===== src/hdl/ufc_pkg.sv =====
// Shared types and constants for the buffered serial-port queue controller.
package ufc_pkg;

  typedef enum logic [1:0] {
    MODE_PUSH    = 2'd0,
    MODE_POP     = 2'd1,
    MODE_SERVICE = 2'd2,
    MODE_NOP     = 2'd3
  } mode_t;

  localparam logic [7:0] NO_BYTE = 8'hFF;
  localparam logic [7:0] ZERO_BYTE = 8'h00;

endpackage


===== src/hdl/ufc_in_if.sv =====
// Request channel carrying host push, host pop and service events.
interface ufc_in_if;
  logic       valid;
  logic       ready;
  logic [1:0] mode;
  logic [7:0] data_byte;
  logic       rx_full_flag;
  logic       tx_empty_flag;

  modport source (output valid, mode, data_byte, rx_full_flag, tx_empty_flag, input ready);
  modport sink (input valid, mode, data_byte, rx_full_flag, tx_empty_flag, output ready);
endinterface


===== src/hdl/ufc_out_if.sv =====
// Result channel carrying one status word per request.
interface ufc_out_if;
  logic       valid;
  logic       ready;
  logic       accepted;
  logic [7:0] read_byte;
  logic       tx_write_valid;
  logic [7:0] tx_write_byte;
  logic       rx_dropped;
  logic       tx_irq_on;
  logic       tx_queue_empty;
  logic       rx_queue_empty;

  modport source (output valid, accepted, read_byte, tx_write_valid, tx_write_byte,
                  rx_dropped, tx_irq_on, tx_queue_empty, rx_queue_empty, input ready);
  modport sink (input valid, accepted, read_byte, tx_write_valid, tx_write_byte,
                rx_dropped, tx_irq_on, tx_queue_empty, rx_queue_empty, output ready);
endinterface


===== src/hdl/ufc_cfg_if.sv =====
// Configuration write channel for the enable register.
interface ufc_cfg_if;
  logic valid;
  logic ready;
  logic enabled;

  modport source (output valid, enabled, input ready);
  modport sink (input valid, enabled, output ready);
endinterface


===== src/hdl/ufc_ram.sv =====
// Generic single-write, single-read RAM with registered read data.
module ufc_ram #(
  parameter int WIDTH = 8,
  parameter int DEPTH = 32
) (
  input  logic                     clk,
  input  logic                     we,
  input  logic [$clog2(DEPTH)-1:0] waddr,
  input  logic [WIDTH-1:0]         wdata,
  input  logic                     re,
  input  logic [$clog2(DEPTH)-1:0] raddr,
  output logic [WIDTH-1:0]         rdata
);

  logic [WIDTH-1:0] mem [DEPTH];
  logic [WIDTH-1:0] rdata_r;

  always_ff @(posedge clk) begin
    if (we) begin
      mem[waddr] <= wdata;
    end
    if (re) begin
      rdata_r <= mem[raddr];
    end
  end

  assign rdata = rdata_r;

endmodule


===== src/hdl/uart_buffered_fifo_controller.sv =====
// Buffered serial-port queue controller: transmit and receive ring buffers.
// A request's result is offered in the cycle after the request is taken.
// One request per cycle while the result output is not stalled; the queue RAMs' read data is registered.
// A new request is taken whenever the result register is empty or being drained.
// Reset (synchronous, rst_n low) clears pointers, interrupt enable and the enable register;
// queue RAM contents are not cleared.
module uart_buffered_fifo_controller
  import ufc_pkg::*;
#(
  parameter int DEPTH = 32
) (
  input  logic      clk,
  input  logic      rst_n,
  ufc_in_if.sink    in_ch,
  ufc_out_if.source out_ch,
  ufc_cfg_if.sink   cfg_ch
);

  localparam int PW = $clog2(DEPTH);

  function automatic logic [PW-1:0] next_pos(input logic [PW-1:0] p);
    next_pos = (p == PW'(DEPTH - 1)) ? '0 : p + 1'b1;
  endfunction

  logic          enabled_r, enabled_nxt;
  logic          irq_r, irq_nxt;
  logic [PW-1:0] tx_wr_r, tx_wr_nxt, tx_rd_r, tx_rd_nxt;
  logic [PW-1:0] rx_wr_r, rx_wr_nxt, rx_rd_r, rx_rd_nxt;
  logic          v_r, v_nxt;
  logic          acc_r, pop_r, send_r, drop_r;

  mode_t md;
  logic  in_fire;
  logic  tx_empty, tx_full, rx_empty, rx_full;
  logic  do_push, do_pop, do_store, do_drop, tx_try, do_send, irq_clear;
  logic [7:0] tx_rdata, rx_rdata;

  assign md      = mode_t'(in_ch.mode);
  assign in_ch.ready = !v_r || out_ch.ready;
  assign in_fire = in_ch.valid && in_ch.ready;
  assign cfg_ch.ready = 1'b1;

  assign tx_empty = (tx_wr_r == tx_rd_r);
  assign tx_full  = (next_pos(tx_wr_r) == tx_rd_r);
  assign rx_empty = (rx_wr_r == rx_rd_r);
  assign rx_full  = (next_pos(rx_wr_r) == rx_rd_r);

  always_comb begin
    do_push   = (md == MODE_PUSH) && enabled_r && !tx_full;
    do_pop    = (md == MODE_POP) && enabled_r && !rx_empty;
    do_store  = (md == MODE_SERVICE) && in_ch.rx_full_flag && !rx_full;
    do_drop   = (md == MODE_SERVICE) && in_ch.rx_full_flag && rx_full;
    tx_try    = (md == MODE_SERVICE) && in_ch.tx_empty_flag && irq_r;
    do_send   = tx_try && !tx_empty;
    irq_clear = tx_try && tx_empty;

    enabled_nxt = (cfg_ch.valid && cfg_ch.ready) ? cfg_ch.enabled : enabled_r;
    tx_wr_nxt = tx_wr_r;
    tx_rd_nxt = tx_rd_r;
    rx_wr_nxt = rx_wr_r;
    rx_rd_nxt = rx_rd_r;
    irq_nxt   = irq_r;
    v_nxt     = v_r && !out_ch.ready;
    if (in_fire) begin
      v_nxt = 1'b1;
      if (do_push) begin
        tx_wr_nxt = next_pos(tx_wr_r);
        irq_nxt   = 1'b1;
      end
      if (do_pop) begin
        rx_rd_nxt = next_pos(rx_rd_r);
      end
      if (do_store) begin
        rx_wr_nxt = next_pos(rx_wr_r);
      end
      if (do_send) begin
        tx_rd_nxt = next_pos(tx_rd_r);
      end
      if (irq_clear) begin
        irq_nxt = 1'b0;
      end
    end
  end

  always_ff @(posedge clk) begin
    if (!rst_n) begin
      enabled_r <= 1'b0;
      irq_r     <= 1'b0;
      tx_wr_r   <= '0;
      tx_rd_r   <= '0;
      rx_wr_r   <= '0;
      rx_rd_r   <= '0;
      v_r       <= 1'b0;
    end else begin
      enabled_r <= enabled_nxt;
      irq_r     <= irq_nxt;
      tx_wr_r   <= tx_wr_nxt;
      tx_rd_r   <= tx_rd_nxt;
      rx_wr_r   <= rx_wr_nxt;
      rx_rd_r   <= rx_rd_nxt;
      v_r       <= v_nxt;
    end
  end

  always_ff @(posedge clk) begin
    if (in_fire) begin
      acc_r  <= do_push || do_pop;
      pop_r  <= do_pop;
      send_r <= do_send;
      drop_r <= do_drop;
    end
  end

  ufc_ram #(.WIDTH(8), .DEPTH(DEPTH)) u_tx_ram (
    .clk   (clk),
    .we    (in_fire && do_push),
    .waddr (tx_wr_r),
    .wdata (in_ch.data_byte),
    .re    (in_fire && do_send),
    .raddr (tx_rd_r),
    .rdata (tx_rdata)
  );

  ufc_ram #(.WIDTH(8), .DEPTH(DEPTH)) u_rx_ram (
    .clk   (clk),
    .we    (in_fire && do_store),
    .waddr (rx_wr_r),
    .wdata (in_ch.data_byte),
    .re    (in_fire && do_pop),
    .raddr (rx_rd_r),
    .rdata (rx_rdata)
  );

  assign out_ch.valid          = v_r;
  assign out_ch.accepted       = acc_r;
  assign out_ch.read_byte      = pop_r ? rx_rdata : NO_BYTE;
  assign out_ch.tx_write_valid = send_r;
  assign out_ch.tx_write_byte  = send_r ? tx_rdata : ZERO_BYTE;
  assign out_ch.rx_dropped     = drop_r;
  assign out_ch.tx_irq_on      = irq_r;
  assign out_ch.tx_queue_empty = enabled_r && tx_empty;
  assign out_ch.rx_queue_empty = rx_empty;

`ifndef ASSERT_OFF
  a_push_fills: assert property (@(posedge clk) disable iff (!rst_n)
    in_fire && do_push |=> !tx_empty && irq_r)
    else $error("accepted push left transmit queue empty");

  a_stall_holds: assert property (@(posedge clk) disable iff (!rst_n)
    v_r && !out_ch.ready |=> $stable(tx_rd_r) && $stable(rx_rd_r) && $stable(irq_r))
    else $error("queue state moved while result stalled");

  a_result_follows: assert property (@(posedge clk) disable iff (!rst_n)
    in_fire |=> v_r)
    else $error("request taken without a result");

  a_ptr_range: assert property (@(posedge clk) disable iff (!rst_n)
    tx_wr_r <= PW'(DEPTH - 1) && tx_rd_r <= PW'(DEPTH - 1) &&
    rx_wr_r <= PW'(DEPTH - 1) && rx_rd_r <= PW'(DEPTH - 1))
    else $error("queue pointer beyond depth");

  a_one_action: assert property (@(posedge clk) disable iff (!rst_n)
    v_r |-> $onehot0({acc_r, send_r}) && !(pop_r && drop_r))
    else $error("conflicting result flags");
`endif

endmodule

===== src/flat_wrapper.sv =====
// flat-port wrapper written by rule: the top's interface ports become plain ports
module uart_buffered_fifo_controller_flat import ufc_pkg::*;
#(
  parameter int DEPTH = 32
)
  (clk, rst_n, in_ch_valid, in_ch_mode, in_ch_data_byte, in_ch_rx_full_flag, in_ch_tx_empty_flag, in_ch_ready, out_ch_valid, out_ch_accepted, out_ch_read_byte, out_ch_tx_write_valid, out_ch_tx_write_byte, out_ch_rx_dropped, out_ch_tx_irq_on, out_ch_tx_queue_empty, out_ch_rx_queue_empty, out_ch_ready, cfg_ch_valid, cfg_ch_enabled, cfg_ch_ready);
  ufc_in_if in_ch_i ();
  ufc_out_if out_ch_i ();
  ufc_cfg_if cfg_ch_i ();
  input  logic clk;
  input  logic rst_n;
  input wire logic [$bits(in_ch_i.valid)-1:0] in_ch_valid;
  input wire logic [$bits(in_ch_i.mode)-1:0] in_ch_mode;
  input wire logic [$bits(in_ch_i.data_byte)-1:0] in_ch_data_byte;
  input wire logic [$bits(in_ch_i.rx_full_flag)-1:0] in_ch_rx_full_flag;
  input wire logic [$bits(in_ch_i.tx_empty_flag)-1:0] in_ch_tx_empty_flag;
  output wire logic [$bits(in_ch_i.ready)-1:0] in_ch_ready;
  output wire logic [$bits(out_ch_i.valid)-1:0] out_ch_valid;
  output wire logic [$bits(out_ch_i.accepted)-1:0] out_ch_accepted;
  output wire logic [$bits(out_ch_i.read_byte)-1:0] out_ch_read_byte;
  output wire logic [$bits(out_ch_i.tx_write_valid)-1:0] out_ch_tx_write_valid;
  output wire logic [$bits(out_ch_i.tx_write_byte)-1:0] out_ch_tx_write_byte;
  output wire logic [$bits(out_ch_i.rx_dropped)-1:0] out_ch_rx_dropped;
  output wire logic [$bits(out_ch_i.tx_irq_on)-1:0] out_ch_tx_irq_on;
  output wire logic [$bits(out_ch_i.tx_queue_empty)-1:0] out_ch_tx_queue_empty;
  output wire logic [$bits(out_ch_i.rx_queue_empty)-1:0] out_ch_rx_queue_empty;
  input wire logic [$bits(out_ch_i.ready)-1:0] out_ch_ready;
  input wire logic [$bits(cfg_ch_i.valid)-1:0] cfg_ch_valid;
  input wire logic [$bits(cfg_ch_i.enabled)-1:0] cfg_ch_enabled;
  output wire logic [$bits(cfg_ch_i.ready)-1:0] cfg_ch_ready;
  assign in_ch_i.valid = in_ch_valid;
  assign in_ch_i.mode = in_ch_mode;
  assign in_ch_i.data_byte = in_ch_data_byte;
  assign in_ch_i.rx_full_flag = in_ch_rx_full_flag;
  assign in_ch_i.tx_empty_flag = in_ch_tx_empty_flag;
  assign in_ch_ready = in_ch_i.ready;
  assign out_ch_valid = out_ch_i.valid;
  assign out_ch_accepted = out_ch_i.accepted;
  assign out_ch_read_byte = out_ch_i.read_byte;
  assign out_ch_tx_write_valid = out_ch_i.tx_write_valid;
  assign out_ch_tx_write_byte = out_ch_i.tx_write_byte;
  assign out_ch_rx_dropped = out_ch_i.rx_dropped;
  assign out_ch_tx_irq_on = out_ch_i.tx_irq_on;
  assign out_ch_tx_queue_empty = out_ch_i.tx_queue_empty;
  assign out_ch_rx_queue_empty = out_ch_i.rx_queue_empty;
  assign out_ch_i.ready = out_ch_ready;
  assign cfg_ch_i.valid = cfg_ch_valid;
  assign cfg_ch_i.enabled = cfg_ch_enabled;
  assign cfg_ch_ready = cfg_ch_i.ready;
  uart_buffered_fifo_controller #(.DEPTH(DEPTH)) u_core (.clk(clk), .rst_n(rst_n), .in_ch(in_ch_i), .out_ch(out_ch_i), .cfg_ch(cfg_ch_i));
endmodule

===== config.mk =====
export PLATFORM = sky130hd
export DESIGN_NAME = uart_buffered_fifo_controller_flat
export DESIGN_NICKNAME = d
export VERILOG_FILES = /design/src/hdl/ufc_pkg.sv /design/src/hdl/ufc_in_if.sv /design/src/hdl/ufc_out_if.sv /design/src/hdl/ufc_cfg_if.sv /design/src/hdl/ufc_ram.sv /design/src/hdl/uart_buffered_fifo_controller.sv /design/src/flat_wrapper.sv
export SDC_FILE = /design/constraint.sdc
export NUM_CORES = 1
export LEC_CHECK = 0
export BUFFER_PORTS_ARGS = -buffer_cell sky130_fd_sc_hd__buf_2
export CAP_MARGIN = 20
export CORE_UTILIZATION = 25
export DETAILED_ROUTE_END_ITERATION = 8
export GPL_ROUTABILITY_DRIVEN = 0
export PLACE_DENSITY_LB_ADDON = 0.15
export SYNTH_ARGS = -nofsm -noshare
export SYNTH_HDL_FRONTEND = slang
export SYNTH_SLANG_ARGS = --single-unit

===== constraint.sdc =====
create_clock -name clk -period 6.8 [get_ports clk]
set_input_delay 2.04 -clock clk [delete_from_list [all_inputs] [get_ports clk]]
set_output_delay 2.04 -clock clk [all_outputs]
set_load 0.01 [all_outputs]

==> out/summary.md <==
The tools report the number of search-and-repair iterations in the first detailed-routing pass as 5. In the routed design, unresolved DRC markers number 0. In this run, flip-flops and latches consume 53.3% of the power. The first global-routing pass estimated 83400 um of wire.

Category of the critical setup timing path: reg2out. The worst register-to-register path ends at u_core.u_rx_ram.mem[29][7]. With fillers left out, the area of the finished cells amounts to 25700 sq um. For the worst ir drop on vdd, the log shows 196 uV.

The synthesized-area fraction occupied by and/or/nand/nor cells was 4.70%; the combinational cell fraction of total power was 1.6%. The setup TNS is 0 ns, and the count of port buffers added during placement is 41. The min-delay analysis places its worst path in the category reg2reg.

The detail route stage leaves a number of antenna-violating nets equal to 0. TritonCTS built the clock tree. Setup repair after global routing left no endpoint under its margin. The run gives 29.1% as the final cell utilization of the core. CTS built an H-tree with a depth of 2. The ratio of cells with drive above 1 in the final layout was 28.3%. The floorplan step defined a die boundary enclosing 90500 sq um. The tools report the total number of placement rows as 109. Summing the areas of all xor and xnor instances in the mapped netlist gives 0.784% of the synthesized area. The clock latency at the later pin of the worst-skew pair was 0.62 ns.

The number of filler cells placed in the layout was 8679. The worst-case register-to-register setup slack was 2.80 ns; the minimum clock period was 4.65 ns. Entering global routing, the biggest net connects 70 pins.

Summed over all nets, the switching power comes to 1.45 mW. Once placement finished, the instance area stood at 23900 sq um. For the number of buffers created by CTS, the log shows 60.

The largest area contributor in the synthesized netlist was edfxtp_1. Via count normalized by instance count: 4.54. The worst setup path is launched from a flip-flop.

For this block, the routed nets add up to 57500 um of wire. Clock transition at the register clock pins on the worst setup and hold paths after CTS: 0.06 ns. The area added between synthesis and finish is 15.3%. The leading cell type in the layout, fill and taps excluded is edfxtp_1. The detailed-route wire length per cell is 24.6 um, and the count of antenna diodes in the layout is 0.

Setup violations remaining at the end of the flow were counted as 0. At the pin with the least slew margin, the transition time is 1.09 ns. The tools report the source of the critical timing path as u_core.rx_rd_r[1]. After the first detailed-routing iteration, the DRC count stood at 1088. The tools report the initial cell density of the core as 25.3%.

Multiplexer cells account for 17.5% of the synthesized area. In this run the count of I/O pins placed on the die edge is 43. The share of the synthesized area in compound gates (AO/OA/AOI/OAI) works out to 1.03%. By area the synthesized netlist is led by edfxtp_1 72%, mux4_2 16%, and3_1 2.1%. STA classifies the critical path endpoint as an output pin.

Static timing analysis puts the maximum clock frequency at 0.215 GHz. Data arrives at the worst endpoint at 2.61 ns. The analysis attributes to cell leakage a power of 8.02 nW. After synthesis, the largest family of logic cells by area is multiplexers. The HPWL reported at the end of detailed placement was 34400 um; the total number of vias was 10600.

For the worst setup path, the data required time is 4.76 ns. The capturing element of the worst setup path is out_ch_rx_queue_empty. Along the worst path, the maximum fanout reaches 69. Of the synthesized area, sequential elements account for 73.6%.

The netlist area before placement came out at 22300 sq um. The post-synthesis register bit count was 555; the proportion of register bits with asynchronous set or reset after synthesis was 0%. The synthesized design contains 532 enable-type register cells. Among all flip-flop cells after synthesis, the most frequent one is edfxtp_1.

The tools report the number of buffers inserted for hold repair after clock tree synthesis as 0. The total power density per cell area is 273 nW/um^2, and the clock share of power is 45.1%. Of the total power, the share spent switching nets is 20.6%.

The internal portion of the total power is 5.58 mW. The clock passes through at most 3 buffers. Global routing consumed, over all layers together, 12.8% of the routing resources.

The tools report the footprint of the flip-flops and latches as 16500 sq um. Headroom to the max-slew limit came out at 27.3%. The tools report the total number of clock tree sinks as 555.

After global routing the overflow that remains totals 0. The initial antenna violation count is 1, and the number of failing hold endpoints at the final stage is 0. The run gives 0.0273 ns as the worst setup skew after layout.

The run gives 0 as the yosys synthesis warning count. The total count of max-transition violations in the final report is 0. The startpoint identified for the worst register-to-register timing path is u_core.rx_wr_r[0]. The count of different cell masters after synthesis was 50; the die height was 301 um.

In this run the biggest area consumer among cell types represents 71.5% of the synthesized area. The net count of the finished layout is 1153. In the final layout, the multi-input gates occupy 5570 sq um. Max-cap violations in this run came to 0. For the number of instances in the synthesized netlist, the log shows 1065. The post-synthesis net count came out at 1097. For the worst flop-to-flop path, the logic depth is 9. Gates resized during post-CTS repair numbered 0. Each instance of the synthesized netlist takes up on average 21.0 sq um. Arithmetic-cell share of the synthesized area counting full adders, half adders and majority gates: 0.784%. Leaving out fill and tap cells, the most frequent cells in the layout are 532 x edfxtp_1, 160 x mux4_2, 75 x and3_1.

The run finished with clean final reports. The tools report the number of global-route vias before repair as 10900. Root buffer cell: clkbuf_16. The width of the chip is 301 um, and the setup fix buffers added after clock tree synthesis is 0.

The core area is 88400 sq um. In the finished design, the share of the clock period the worst path needs comes to 68.4%.
[synth_stat cells (3+ instances only)]
cell         n
a21oi_1      6
and2_1       9
and3_1      75
and3b_1      3
buf_1       12
buf_2       17
buf_4        3
buf_6        4
clkbuf_1    28
dfxtp_1     23
edfxtp_1   532
ha_1        14
inv_1       10
mux2_2      16
mux2i_1     13
mux4_2     160
nand2_1     27
nand2b_1    10
nand3b_1     3
nor2_1      15
nor2b_1      9
nor3_1       9
nor3b_1      7
o21ai_0      8
o2bb2ai_1    4
xnor2_1      6
xor2_1      14
[power by group through the flow]
stage               sequential, mW  combinational, mW  clock [mW]
CTS                           3.75              0.117        3.26
global route                  3.75              0.121        3.39
floorplan                     3.82             0.0220           0
global placement              3.82              0.116           0
detailed placement            3.82              0.117           0
finish                        3.75              0.110        3.18
[worst max-delay path: stages, from the launching register on]
cell     delay, ns
dfxtp_4       1.05
xor2_1        0.13
nor3_1        0.44
nand2_1       0.09
inv_1         0.10
buf_2         0.14
[kinds of logic (layout without fill, tap and decap cells)]
| group | after synthesis | in the layout |
|---|---|---|
| DFF | 555 | 555 |
| muxes | 189 | 189 |
| and+or+nand+nor | 179 | 179 |
| buffers and inverters | 75 | 179 |
| AOI/OAI and AO/OA | 32 | 32 |
| xor gates and xnor gates | 20 | 20 |
| adders and majority gates | 14 | 14 |
| other | 1 | 1 |
[state kept, by name (all words and copies together), names as in the netlist, 5 cells and up]
| name | cells |
|---|---|
| u_core.u_rx_ram.mem | 256 |
| u_core.u_rx_ram.rdata | 8 |
| u_core.tx_wr_r | 5 |
| u_core.rx_wr_r | 5 |
| u_core.u_tx_ram.rdata | 8 |
| u_core.u_tx_ram.mem | 256 |
| u_core.rx_rd_r | 5 |
| u_core.tx_rd_r | 5 |
[metal layers]
layer	wire length (um)	global-route usage, %
met5	13	0
met2	25900	19.3
met4	1260	3.41
met3	2710	2.28
met1	27600	18.9
[through the flow]
step	setup WS, ns	total power, mW	hold slack, ns	std cells
after floorplan	2.47	3.84	0.499	1065
after global placement	2.15	3.94	0.526	2223
after detailed placement	2.16	3.94	0.558	2224
after CTS	2.05	7.13	0.571	2334
after global routing	1.94	7.25	0.613	2334
final	2.15	7.03	0.565	2334
[worst min-delay path by stage]
stage	from	endpoint	slack (ns)	cells past startpoint
6_report	u_core.tx_wr_r[1]	u_core.tx_wr_r[1]	0.57	2
5_1_grt	u_core.tx_wr_r[0]	u_core.tx_wr_r[0]	0.61	2
4_1_cts	u_core.tx_wr_r[1]	u_core.tx_wr_r[1]	0.57	2
3_5_place_dp	u_core.rx_wr_r[1]	u_core.rx_wr_r[1]	0.56	2
3_3_place_gp	u_core.rx_wr_r[1]	u_core.rx_wr_r[1]	0.53	2
2_1_floorplan	u_core.rx_wr_r[1]	u_core.rx_wr_r[1]	0.50	2
[cell type report]
type                            count  area share [%]
Sequential cell                   555            63.9
Clock buffer                       72            6.09
Clock inverter                     38            1.24
Tap cell                         1165            5.66
Multi-Input combinational cell    435            21.6
Inverter                           10           0.146
Timing Repair Buffer               59            1.34
Power figures use the tool's default switching activity.
